<file path="src/rtl/fwq_pkg.sv">
// ----------------------------------------------------------------------------
// fwq_pkg: shared definitions for the futex wait queue engine
// Field widths, action codes, command and result types, state encodings.
// ----------------------------------------------------------------------------
package fwq_pkg;

   // default sizing of the waiter store
   localparam int QUEUE_DEPTH_DEF  = 16;
   localparam int TASK_ID_BITS_DEF = 8;

   // fixed field widths
   localparam int ACTION_W  = 3;
   localparam int TASK_ID_W = 8;
   localparam int ADDR_W    = 64;
   localparam int LIMIT_W   = 8;
   localparam int COUNT_W   = 5;

   // depth of the command queue between front and back
   localparam int CMD_Q_DEPTH = 2;

   // request action codes
   localparam logic [ACTION_W-1:0] ACT_SLEEP     = 3'd0;
   localparam logic [ACTION_W-1:0] ACT_WAKE_N    = 3'd1;
   localparam logic [ACTION_W-1:0] ACT_WAKE_ALL  = 3'd2;
   localparam logic [ACTION_W-1:0] ACT_WAKE_ADDR = 3'd3;
   localparam logic [ACTION_W-1:0] ACT_COUNT     = 3'd4;

   // status codes
   localparam logic STATUS_OK   = 1'b0;
   localparam logic STATUS_FULL = 1'b1;

   // decoded operation
   typedef enum logic [2:0] {
      OP_SLEEP,
      OP_WAKE_N,
      OP_WAKE_ALL,
      OP_WAKE_ADDR,
      OP_COUNT,
      OP_NONE
   } op_type;

   // command handed from front to back
   typedef struct packed {
      op_type               op;
      logic [TASK_ID_W-1:0] task_id;
      logic [ADDR_W-1:0]    wait_address;
      logic [LIMIT_W-1:0]   limit;
   } cmd_type;

   // one result beat
   typedef struct packed {
      logic [TASK_ID_W-1:0] woken_id;
      logic                 is_woken;
      logic [COUNT_W-1:0]   match_count;
      logic                 resched;
      logic                 status;
      logic                 last;
   } rsp_payload_type;

   // back-end sequencer states
   typedef enum logic [1:0] {
      BK_IDLE,
      BK_EVAL,
      BK_SUMMARY
   } back_state_type;

endpackage

</file>
<file path="src/rtl/fwq_channels.sv">
// ----------------------------------------------------------------------------
// fwq channels: request and response stream interfaces
// Valid/ready channels; a beat moves when valid and ready are both high.
// ----------------------------------------------------------------------------
interface fwq_req_if;
   logic                           valid;
   logic                           ready;
   logic [fwq_pkg::ACTION_W-1:0]   action;
   logic [fwq_pkg::TASK_ID_W-1:0]  task_id;
   logic [fwq_pkg::ADDR_W-1:0]     wait_address;
   logic [fwq_pkg::LIMIT_W-1:0]    limit;

   modport source (output valid, action, task_id, wait_address, limit, input ready);
   modport sink   (input valid, action, task_id, wait_address, limit, output ready);
endinterface

interface fwq_rsp_if;
   logic                           valid;
   logic                           ready;
   logic [fwq_pkg::TASK_ID_W-1:0]  woken_id;
   logic                           is_woken;
   logic [fwq_pkg::COUNT_W-1:0]    match_count;
   logic                           resched;
   logic                           status;
   logic                           last;

   modport source (output valid, woken_id, is_woken, match_count, resched, status, last,
                   input ready);
   modport sink   (input valid, woken_id, is_woken, match_count, resched, status, last,
                   output ready);
endinterface

</file>
<file path="src/rtl/fwq_front.sv">
// ----------------------------------------------------------------------------
// fwq_front: request intake and command queue
// Accepts request beats, decodes the action and holds the commands in a
// short queue that the back end drains at its own pace.
// ----------------------------------------------------------------------------
module fwq_front (
   input  logic              clock,
   input  logic              reset,
   fwq_req_if.sink           req_bus,
   output logic              cmd_valid,
   input  logic              cmd_ready,
   output fwq_pkg::cmd_type  cmd
);

   localparam int PtrW = (fwq_pkg::CMD_Q_DEPTH > 1) ? $clog2(fwq_pkg::CMD_Q_DEPTH) : 1;
   localparam int FillW = $clog2(fwq_pkg::CMD_Q_DEPTH + 1);
   localparam logic [FillW-1:0] FullFill = FillW'(fwq_pkg::CMD_Q_DEPTH);
   localparam logic [PtrW-1:0]  LastPtr  = PtrW'(fwq_pkg::CMD_Q_DEPTH - 1);

   fwq_pkg::cmd_type  q_ff [fwq_pkg::CMD_Q_DEPTH];
   fwq_pkg::cmd_type  dec_cmd;
   logic [PtrW-1:0]   wr_ptr_ff, wr_ptr_in;
   logic [PtrW-1:0]   rd_ptr_ff, rd_ptr_in;
   logic [FillW-1:0]  fill_ff, fill_in;
   logic              push, pop;

   // classify the incoming action
   always_comb begin
      dec_cmd.task_id      = req_bus.task_id;
      dec_cmd.wait_address = req_bus.wait_address;
      dec_cmd.limit        = req_bus.limit;
      case (req_bus.action)
         fwq_pkg::ACT_SLEEP:     dec_cmd.op = fwq_pkg::OP_SLEEP;
         fwq_pkg::ACT_WAKE_N:    dec_cmd.op = fwq_pkg::OP_WAKE_N;
         fwq_pkg::ACT_WAKE_ALL:  dec_cmd.op = fwq_pkg::OP_WAKE_ALL;
         fwq_pkg::ACT_WAKE_ADDR: dec_cmd.op = fwq_pkg::OP_WAKE_ADDR;
         fwq_pkg::ACT_COUNT:     dec_cmd.op = fwq_pkg::OP_COUNT;
         default:                dec_cmd.op = fwq_pkg::OP_NONE;
      endcase
   end

   // queue handshakes
   assign req_bus.ready = (fill_ff != FullFill);
   assign push          = req_bus.valid && req_bus.ready;
   assign cmd_valid     = (fill_ff != '0);
   assign pop           = cmd_valid && cmd_ready;
   assign cmd           = q_ff[rd_ptr_ff];

   // pointer and fill update
   always_comb begin
      wr_ptr_in = wr_ptr_ff;
      rd_ptr_in = rd_ptr_ff;
      fill_in   = fill_ff;
      if (push) begin
         wr_ptr_in = (wr_ptr_ff == LastPtr) ? '0 : wr_ptr_ff + PtrW'(1);
      end
      if (pop) begin
         rd_ptr_in = (rd_ptr_ff == LastPtr) ? '0 : rd_ptr_ff + PtrW'(1);
      end
      if (push && !pop) begin
         fill_in = fill_ff + FillW'(1);
      end else if (pop && !push) begin
         fill_in = fill_ff - FillW'(1);
      end
   end

   always_ff @(posedge clock) begin
      if (reset) begin
         wr_ptr_ff <= '0;
         rd_ptr_ff <= '0;
         fill_ff   <= '0;
      end else begin
         wr_ptr_ff <= wr_ptr_in;
         rd_ptr_ff <= rd_ptr_in;
         fill_ff   <= fill_in;
      end
   end

   // queue storage
   always_ff @(posedge clock) begin
      if (push) begin
         q_ff[wr_ptr_ff] <= dec_cmd;
      end
   end

endmodule

</file>
<file path="src/rtl/fwq_back.sv">
// ----------------------------------------------------------------------------
// fwq_back: wait queue execution
// Holds the waiter memory and occupancy, runs sleep, wake and count commands
// with an in-place compacting scan, and drives the response output register.
// ----------------------------------------------------------------------------
module fwq_back #(
   parameter int QUEUE_DEPTH  = fwq_pkg::QUEUE_DEPTH_DEF,
   parameter int TASK_ID_BITS = fwq_pkg::TASK_ID_BITS_DEF
) (
   input  logic              clock,
   input  logic              reset,
   input  logic              cmd_valid,
   output logic              cmd_ready,
   input  fwq_pkg::cmd_type  cmd,
   fwq_rsp_if.source         rsp_bus
);

   localparam int IdxW = (QUEUE_DEPTH > 1) ? $clog2(QUEUE_DEPTH) : 1;
   localparam int CntW = $clog2(QUEUE_DEPTH + 1);
   localparam int CmpW = (CntW > fwq_pkg::LIMIT_W) ? CntW : fwq_pkg::LIMIT_W;
   localparam logic [CntW-1:0] DepthCnt = CntW'(QUEUE_DEPTH);

   // waiter memory
   logic [TASK_ID_BITS-1:0]       mem_id   [QUEUE_DEPTH];
   logic [fwq_pkg::ADDR_W-1:0]    mem_addr [QUEUE_DEPTH];
   logic                          wr_en, rd_en;
   logic [IdxW-1:0]               wr_idx, rd_idx;
   logic [TASK_ID_BITS-1:0]       wr_id;
   logic [fwq_pkg::ADDR_W-1:0]    wr_addr;
   logic [TASK_ID_BITS-1:0]       rd_id_ff;
   logic [fwq_pkg::ADDR_W-1:0]    rd_addr_ff;

   // sequencer state
   fwq_pkg::back_state_type       st_ff, st_in;
   fwq_pkg::op_type               op_ff, op_in;
   logic [fwq_pkg::ADDR_W-1:0]    addr_ff, addr_in;
   logic [fwq_pkg::LIMIT_W-1:0]   lim_ff, lim_in;
   logic [CntW-1:0]               occ_ff, occ_in;
   logic [CntW-1:0]               idx_ff, idx_in;
   logic [CntW-1:0]               keep_ff, keep_in;
   logic [CntW-1:0]               cnt_ff, cnt_in;
   logic                          status_ff, status_in;

   // response register
   logic                          out_valid_ff, out_valid_in;
   fwq_pkg::rsp_payload_type      out_ff, out_in;
   logic                          out_load, out_free;

   // scan decision terms
   logic                          hit, under_lim, take;
   logic [CntW-1:0]               idx_next;

   assign out_free  = !out_valid_ff || rsp_bus.ready;
   assign hit       = (rd_addr_ff == addr_ff);
   assign under_lim = (op_ff == fwq_pkg::OP_WAKE_ALL) ||
                      (CmpW'(cnt_ff) < CmpW'(lim_ff));
   assign take      = (op_ff != fwq_pkg::OP_COUNT) && under_lim &&
                      ((op_ff != fwq_pkg::OP_WAKE_ADDR) || hit);
   assign idx_next  = idx_ff + CntW'(1);

   // next state and outputs
   always_comb begin
      st_in     = st_ff;
      op_in     = op_ff;
      addr_in   = addr_ff;
      lim_in    = lim_ff;
      occ_in    = occ_ff;
      idx_in    = idx_ff;
      keep_in   = keep_ff;
      cnt_in    = cnt_ff;
      status_in = status_ff;
      cmd_ready = 1'b0;
      wr_en     = 1'b0;
      wr_idx    = '0;
      wr_id     = rd_id_ff;
      wr_addr   = rd_addr_ff;
      rd_en     = 1'b0;
      rd_idx    = '0;
      out_load  = 1'b0;
      out_in    = out_ff;

      case (st_ff)
         fwq_pkg::BK_IDLE: begin
            cmd_ready = 1'b1;
            if (cmd_valid) begin
               op_in     = cmd.op;
               addr_in   = cmd.wait_address;
               lim_in    = cmd.limit;
               idx_in    = '0;
               keep_in   = '0;
               cnt_in    = '0;
               status_in = fwq_pkg::STATUS_OK;
               st_in     = fwq_pkg::BK_SUMMARY;
               case (cmd.op)
                  fwq_pkg::OP_SLEEP: begin
                     // append at the tail unless full
                     if (occ_ff >= DepthCnt) begin
                        status_in = fwq_pkg::STATUS_FULL;
                     end else begin
                        wr_en   = 1'b1;
                        wr_idx  = occ_ff[IdxW-1:0];
                        wr_id   = TASK_ID_BITS'(cmd.task_id);
                        wr_addr = cmd.wait_address;
                        occ_in  = occ_ff + CntW'(1);
                     end
                  end
                  fwq_pkg::OP_WAKE_N,
                  fwq_pkg::OP_WAKE_ALL,
                  fwq_pkg::OP_WAKE_ADDR,
                  fwq_pkg::OP_COUNT: begin
                     // start the scan at the head
                     if (occ_ff != '0) begin
                        rd_en  = 1'b1;
                        rd_idx = '0;
                        st_in  = fwq_pkg::BK_EVAL;
                     end
                  end
                  default: begin
                  end
               endcase
            end
         end

         fwq_pkg::BK_EVAL: begin
            // a woken entry waits for a free response slot
            if (!take || out_free) begin
               if (take) begin
                  out_load           = 1'b1;
                  out_in.woken_id    = fwq_pkg::TASK_ID_W'(rd_id_ff);
                  out_in.is_woken    = 1'b1;
                  out_in.match_count = '0;
                  out_in.resched     = 1'b0;
                  out_in.status      = fwq_pkg::STATUS_OK;
                  out_in.last        = 1'b0;
                  cnt_in             = cnt_ff + CntW'(1);
               end else if (op_ff == fwq_pkg::OP_COUNT) begin
                  cnt_in = cnt_ff + CntW'(hit);
               end else begin
                  // kept entry slides down to the compaction point
                  wr_en   = 1'b1;
                  wr_idx  = keep_ff[IdxW-1:0];
                  keep_in = keep_ff + CntW'(1);
               end
               idx_in = idx_next;
               if (idx_next < occ_ff) begin
                  rd_en  = 1'b1;
                  rd_idx = idx_next[IdxW-1:0];
               end else begin
                  st_in = fwq_pkg::BK_SUMMARY;
                  if (op_ff != fwq_pkg::OP_COUNT) begin
                     occ_in = take ? keep_ff : keep_ff + CntW'(1);
                  end
               end
            end
         end

         fwq_pkg::BK_SUMMARY: begin
            if (out_free) begin
               out_load           = 1'b1;
               out_in.woken_id    = '0;
               out_in.is_woken    = 1'b0;
               out_in.match_count = fwq_pkg::COUNT_W'(cnt_ff);
               out_in.resched     = (op_ff != fwq_pkg::OP_COUNT) && (cnt_ff != '0);
               out_in.status      = status_ff;
               out_in.last        = 1'b1;
               st_in              = fwq_pkg::BK_IDLE;
            end
         end

         default: begin
            st_in = fwq_pkg::BK_IDLE;
         end
      endcase

      // response valid tracking
      if (out_load) begin
         out_valid_in = 1'b1;
      end else if (rsp_bus.ready) begin
         out_valid_in = 1'b0;
      end else begin
         out_valid_in = out_valid_ff;
      end
   end

   // control registers
   always_ff @(posedge clock) begin
      if (reset) begin
         st_ff        <= fwq_pkg::BK_IDLE;
         occ_ff       <= '0;
         out_valid_ff <= 1'b0;
      end else begin
         st_ff        <= st_in;
         occ_ff       <= occ_in;
         out_valid_ff <= out_valid_in;
      end
   end

   // working registers
   always_ff @(posedge clock) begin
      op_ff     <= op_in;
      addr_ff   <= addr_in;
      lim_ff    <= lim_in;
      idx_ff    <= idx_in;
      keep_ff   <= keep_in;
      cnt_ff    <= cnt_in;
      status_ff <= status_in;
      out_ff    <= out_in;
   end

   // waiter memory, one write and one registered read port
   always_ff @(posedge clock) begin
      if (wr_en) begin
         mem_id[wr_idx]   <= wr_id;
         mem_addr[wr_idx] <= wr_addr;
      end
      if (rd_en) begin
         rd_id_ff   <= mem_id[rd_idx];
         rd_addr_ff <= mem_addr[rd_idx];
      end
   end

   // response port
   assign rsp_bus.valid       = out_valid_ff;
   assign rsp_bus.woken_id    = out_ff.woken_id;
   assign rsp_bus.is_woken    = out_ff.is_woken;
   assign rsp_bus.match_count = out_ff.match_count;
   assign rsp_bus.resched     = out_ff.resched;
   assign rsp_bus.status      = out_ff.status;
   assign rsp_bus.last        = out_ff.last;

endmodule

</file>
<file path="src/rtl/futex_wait_queue_engine_core.sv">
// ----------------------------------------------------------------------------
// futex_wait_queue_engine_core: futex-style wait queue engine
// Ordered queue of sleeping task ids tagged with wait addresses; sleep, wake
// and count requests in, per-waiter and summary response beats out.
// ----------------------------------------------------------------------------
// Requests land in a two-entry command queue and run one at a time in the
// back end. A sleep or an unused action yields a single summary beat. A
// wake or count request scans the resident waiters through the registered
// read port of the waiter memory, one entry per cycle while no woken id
// waits for a free response slot; the response side holding ready low
// while woken ids are pending stalls the scan. Each wake emits one beat per
// woken id, oldest first, then a summary beat with last set. Up to two
// further requests are taken while one is running.
module futex_wait_queue_engine_core #(
   parameter int QUEUE_DEPTH  = fwq_pkg::QUEUE_DEPTH_DEF,
   parameter int TASK_ID_BITS = fwq_pkg::TASK_ID_BITS_DEF
) (
   input  logic      clock,
   input  logic      reset,
   fwq_req_if.sink   req_bus,
   fwq_rsp_if.source rsp_bus
);

   logic              cmd_valid;
   logic              cmd_ready;
   fwq_pkg::cmd_type  cmd;

   // intake and command queue
   fwq_front u_front (
      .clock     (clock),
      .reset     (reset),
      .req_bus   (req_bus),
      .cmd_valid (cmd_valid),
      .cmd_ready (cmd_ready),
      .cmd       (cmd)
   );

   // queue execution and responses
   fwq_back #(
      .QUEUE_DEPTH  (QUEUE_DEPTH),
      .TASK_ID_BITS (TASK_ID_BITS)
   ) u_back (
      .clock     (clock),
      .reset     (reset),
      .cmd_valid (cmd_valid),
      .cmd_ready (cmd_ready),
      .cmd       (cmd),
      .rsp_bus   (rsp_bus)
   );

endmodule
</file>
<file path="src/flat_wrapper.sv">
// flat-port wrapper written by rule: the top's interface ports become plain ports
module futex_wait_queue_engine_core_flat 
#(
   parameter int QUEUE_DEPTH  = fwq_pkg::QUEUE_DEPTH_DEF,
   parameter int TASK_ID_BITS = fwq_pkg::TASK_ID_BITS_DEF
)
  (clock, reset, req_bus_valid, req_bus_action, req_bus_task_id, req_bus_wait_address, req_bus_limit, req_bus_ready, rsp_bus_valid, rsp_bus_woken_id, rsp_bus_is_woken, rsp_bus_match_count, rsp_bus_resched, rsp_bus_status, rsp_bus_last, rsp_bus_ready);
  fwq_req_if req_bus_i ();
  fwq_rsp_if rsp_bus_i ();
  input  logic clock;
  input  logic reset;
  input wire logic [$bits(req_bus_i.valid)-1:0] req_bus_valid;
  input wire logic [$bits(req_bus_i.action)-1:0] req_bus_action;
  input wire logic [$bits(req_bus_i.task_id)-1:0] req_bus_task_id;
  input wire logic [$bits(req_bus_i.wait_address)-1:0] req_bus_wait_address;
  input wire logic [$bits(req_bus_i.limit)-1:0] req_bus_limit;
  output wire logic [$bits(req_bus_i.ready)-1:0] req_bus_ready;
  output wire logic [$bits(rsp_bus_i.valid)-1:0] rsp_bus_valid;
  output wire logic [$bits(rsp_bus_i.woken_id)-1:0] rsp_bus_woken_id;
  output wire logic [$bits(rsp_bus_i.is_woken)-1:0] rsp_bus_is_woken;
  output wire logic [$bits(rsp_bus_i.match_count)-1:0] rsp_bus_match_count;
  output wire logic [$bits(rsp_bus_i.resched)-1:0] rsp_bus_resched;
  output wire logic [$bits(rsp_bus_i.status)-1:0] rsp_bus_status;
  output wire logic [$bits(rsp_bus_i.last)-1:0] rsp_bus_last;
  input wire logic [$bits(rsp_bus_i.ready)-1:0] rsp_bus_ready;
  assign req_bus_i.valid = req_bus_valid;
  assign req_bus_i.action = req_bus_action;
  assign req_bus_i.task_id = req_bus_task_id;
  assign req_bus_i.wait_address = req_bus_wait_address;
  assign req_bus_i.limit = req_bus_limit;
  assign req_bus_ready = req_bus_i.ready;
  assign rsp_bus_valid = rsp_bus_i.valid;
  assign rsp_bus_woken_id = rsp_bus_i.woken_id;
  assign rsp_bus_is_woken = rsp_bus_i.is_woken;
  assign rsp_bus_match_count = rsp_bus_i.match_count;
  assign rsp_bus_resched = rsp_bus_i.resched;
  assign rsp_bus_status = rsp_bus_i.status;
  assign rsp_bus_last = rsp_bus_i.last;
  assign rsp_bus_i.ready = rsp_bus_ready;
  futex_wait_queue_engine_core #(.QUEUE_DEPTH(QUEUE_DEPTH), .TASK_ID_BITS(TASK_ID_BITS)) u_core (.clock(clock), .reset(reset), .req_bus(req_bus_i), .rsp_bus(rsp_bus_i));
endmodule
</file>
<file path="config.mk">
export PLATFORM = sky130hd
export DESIGN_NAME = futex_wait_queue_engine_core_flat
export DESIGN_NICKNAME = d
export VERILOG_FILES = /design/src/rtl/fwq_pkg.sv /design/src/rtl/fwq_channels.sv /design/src/rtl/fwq_front.sv /design/src/rtl/fwq_back.sv /design/src/rtl/futex_wait_queue_engine_core.sv /design/src/flat_wrapper.sv
export SDC_FILE = /design/constraint.sdc
export NUM_CORES = 2
export LEC_CHECK = 0
export BUFFER_PORTS_ARGS = -buffer_cell sky130_fd_sc_hd__buf_2
export CAP_MARGIN = 20
export CORE_MARGIN = 1.5
export CORE_UTILIZATION = 40
export CTS_CLUSTER_DIAMETER = 50
export DETAILED_ROUTE_END_ITERATION = 6
export PLACE_DENSITY = 0.57
export REMOVE_ABC_BUFFERS = 1
export SLEW_MARGIN = 20
export SYNTH_ARGS = -nofsm -noshare
export SYNTH_HDL_FRONTEND = slang
export SYNTH_SLANG_ARGS = --single-unit
export TNS_END_PERCENT = 5
</file>
<file path="constraint.sdc">
create_clock -name clock -period 37.4 [get_ports clock]
set_clock_uncertainty 0.2 [all_clocks]
set_input_delay 3.74 -clock clock [delete_from_list [all_inputs] [get_ports clock]]
set_output_delay 3.74 -clock clock [all_outputs]
set_load 0.05 [all_outputs]
</file>
==> impl_metrics.py <==
metrics = {
    "outcome": {
        "status": "completed",
    },
    "floorplan": {
        "core-area_um2": 146000,
        "dieWidth_um": 387,
        "initial_core_util": 0.404,
        "dieArea_um2": 150000,
        "die_h_um": 387,
        "pin_count": 106,
        "row_count": 140,
    },
    "critical_path": {
        "regToRegSetupSlack_ps": 31550,
        "path_cells": "buf_2 -> nor2b_1 -> a21oi_4 -> buf_12 -> o21bai_4 -> buf_4 -> buf_4",
        "end_kind": "flop",
        "max_stage_delay_ps": 680,
        "cpMostUsedCell": "buf_4",
        "arrival_ps": 6340,
        "r2r-end": "u_core.u_back.rd_addr_ff[53]",
        "crit_required_ps": 37610,
        "critPathLaunchType": "input port",
        "r2r_cells": 10,
        "r2r-start": "u_core.u_back.idx_ff[0]",
        "worstSetupPathType": "in2reg",
        "cpMaxStageDelayCell": "buf_4",
        "cp_max_fo": 74,
    },
    "final_layout": {
        "nNetsFinal": 3462,
        "area_delta_synth_final_pct": 14.2,
        "utilization": 0.462,
        "multi_input_area_um2": 13200,
        "num-fill-cells": 12400,
        "drive_gt1_frac": 0.237,
        "ff_latch_area_um2": 45200,
        "final_cell_area_um2": 67400,
    },
    "flow_run": {
        "maxCapViolations": 0,
    },
    "place": {
        "place_ws_ps": 30420,
        "detailed_place.area_um2": 62100,
        "portBuffers": 105,
        "gp_congestion": 0.749,
        "place_hpwl_um": 73000,
    },
    "timing": {
        "clock.fmax_ghz": 0.163,
        "min_period_over_period": 0.164,
        "rsz0062_at_grt": "false",
        "min_period_ps": 6140,
        "setup_viol": 0,
        "fin_setup_tns_ps": 0,
        "worst_pin_slew_ps": 1030,
        "worst_slack_ps": 31260,
        "hold_ws_ps": 313,
        "slew_violations": 0,
        "slew_headroom": 0.310,
        "finalHoldViolCount": 0,
    },
    "clocking": {
        "clockBufferDepth": 3,
        "cts_tree": "yes",
        "numCtsBuffers": 166,
        "clk_latency_ps": 790,
        "cts_resized": 0,
        "cts_sinks": 1511,
        "clk_pin_slew_ps": 60,
        "cts_setup_buffers": 0,
        "htreeDepth": 4,
        "cts-hold-fix-buffers": 0,
        "cts-root-buf": "clkbuf_16",
    },
    "synthesis": {
        "synth-simple-area-share": 0.0466,
        "synth_area_leaders": "edfxtp_1 (76%), mux4_2 (8.2%), mux2_2 (2.8%)",
        "syn_avg_cell_area_um2": 18.6,
        "synth_compound_area_frac": 0.0332,
        "synth_edf_count": 1498,
        "yosysTopAreaCell": "edfxtp_1",
        "synthTopCellsByCount": "edfxtp_1 (1,498), nand2_1 (434), mux4_2 (216), a31oi_1 (148), mux2_2 (146)",
        "syn_area_um2": 59000,
        "synth_cell_types": 57,
        "async_reset_ff_frac": 0,
        "yosys.area_share.xor_xnor": 0.0120,
        "synthCells": 3181,
        "ys_seq_elements": 1511,
        "synth_ff_type": "edfxtp_1",
        "synth_top_family_by_area": "multiplexers",
        "synth_top_area_share": 0.762,
        "synth_warnings": 0,
        "synth_fa_ha_area_frac": 0.00382,
        "ys_seq_area_frac": 0.767,
        "synth.most_common_cell": "edfxtp_1",
        "muxShareOfSynthArea": 0.124,
    },
    "route": {
        "drt_iter0_drc": 2533,
        "antenna_left": 0,
        "drt-wirelength-per-cell_um": 25.6,
        "detail_route.first_pass.iterations": 5,
        "drc": 0,
        "wl_um": 138000,
        "vias": 29800,
        "via_per_inst": 5.50,
    },
    "global_routing": {
        "grt_use_total": 0.185,
        "grt_pass1_vias": 30700,
        "antenna_found_initial": 7,
        "grt_max_degree": 148,
        "grt-ovfl-total": 0,
        "grt_pass1_wl_um": 204000,
    },
    "min_path": {
        "min_to": "u_core.u_front.rd_ptr_ff",
        "min_path_type": "reg2reg",
        "min_from": "u_core.u_front.rd_ptr_ff",
        "hold_depth": 2,
    },
    "power_and_ir_drop": {
        "powerDensity_nw_per_um2": 76.3,
        "p_leak_nw": 21.3,
        "peakVddDrop_uv": 91.3,
    },
}
final cells by class:
class,count,share of cell area
multi-input combinational,1474,0.196
clock buffer,199,0.0644
antenna,1,0.0000371
timing repair buffer,183,0.0170
sequential,1511,0.671
tap,1917,0.0356
clock inverter,108,0.0143
inverter,21,0.00128
routing by layer:
| metal | up-vias | global-route usage | share of wire |
|---|---|---|---|
| met5 | - | 0 | 0.000051 |
| met4 | 2 | 0.0426 | 0.015 |
| met3 | 168 | 0.0322 | 0.059 |
| met2 | 843 | 0.297 | 0.48 |
| met1 | 15700 | 0.263 | 0.45 |
| li1 | 13000 | - | - |
flip-flops by register name, indices dropped and copies added (netlist names), 2 cells and up, named ones only:
register and count:
u_core.u_back.addr_ff 64, u_core.u_back.cnt_ff 5, u_core.u_back.idx_ff 5, u_core.u_back.keep_ff 5
u_core.u_back.lim_ff 8, u_core.u_back.mem_addr 1024, u_core.u_back.mem_id 128, u_core.u_back.occ_ff 5
u_core.u_back.op_ff 3, u_core.u_back.rd_addr_ff 64, u_core.u_back.rd_id_ff 8, u_core.u_back.rsp_bus.match_count 5
u_core.u_back.rsp_bus.woken_id 8, u_core.u_back.st_ff 2, u_core.u_front.fill_ff 2, u_core.u_front.q_ff 166
worst max-delay path: cells and delay by family:
kind	cells	cell delay (ps)
AO/OA/AOI/OAI	2	450
buffers and inverters	4	1860
AND/OR/NAND/NOR	1	160
layout by cell type, fill, tap and decap left out, types with 14 or more instances in the layout:
master,instances
a22oi_1,72
a31oi_1,148
and2_1,14
buf_2,105
buf_4,75
clkbuf_1,30
clkbuf_16,169
clkinv_1,37
clkinv_2,29
edfxtp_1,1498
ha_1,17
inv_1,19
mux2_2,146
mux2i_1,83
mux4_2,216
nand2_1,434
nand4_1,16
nor2_1,37
nor3_1,78
o21ai_0,18
xnor2_1,72
cell families after synthesis:
| group | count (synthesis) |
|---|---|
| xor+xnor | 81 |
| compound gates | 287 |
| flops | 1511 |
| mux | 445 |
| fa+ha+maj | 18 |
| simple gates | 643 |
| buf+inv | 196 |
how the worst max path moves through the flow:
stage	startpoint	endpoint	cells past startpoint
after global placement	rsp_bus_ready	u_core.u_back.rd_addr_ff[20]	7
after global routing	u_core.u_back.idx_ff[0]	u_core.u_back.rd_addr_ff[53]	10
after detailed placement	rsp_bus_ready	u_core.u_back.rd_id_ff[2]	7
final	rsp_bus_ready	u_core.u_back.rd_addr_ff[22]	7
after floorplan	u_core.u_back.idx_ff[0]	u_core.u_back.rd_id_ff[6]	9
after CTS	rsp_bus_ready	u_core.u_back.rd_addr_ff[0]	7
per-stage QoR:
step | power [mW] | instances
finish | 5.15 | 5414
global route | 5.38 | 5413
CTS | 5.21 | 5413
detailed placement | 3.64 | 5106
global placement | 3.63 | 5106
floorplan | 3.47 | 3006
power by group:
| group | internal [mW] | switching, mW | leakage (nW) | total (mW) |
|---|---|---|---|---|
| sequential | 2.08 | 0.0597 | 13.7 | 2.14 |
| combinational | 0.544 | 0.890 | 5.01 | 1.43 |
| clock | 0.899 | 0.672 | 2.58 | 1.57 |
Power figures use the tool's default switching activity.
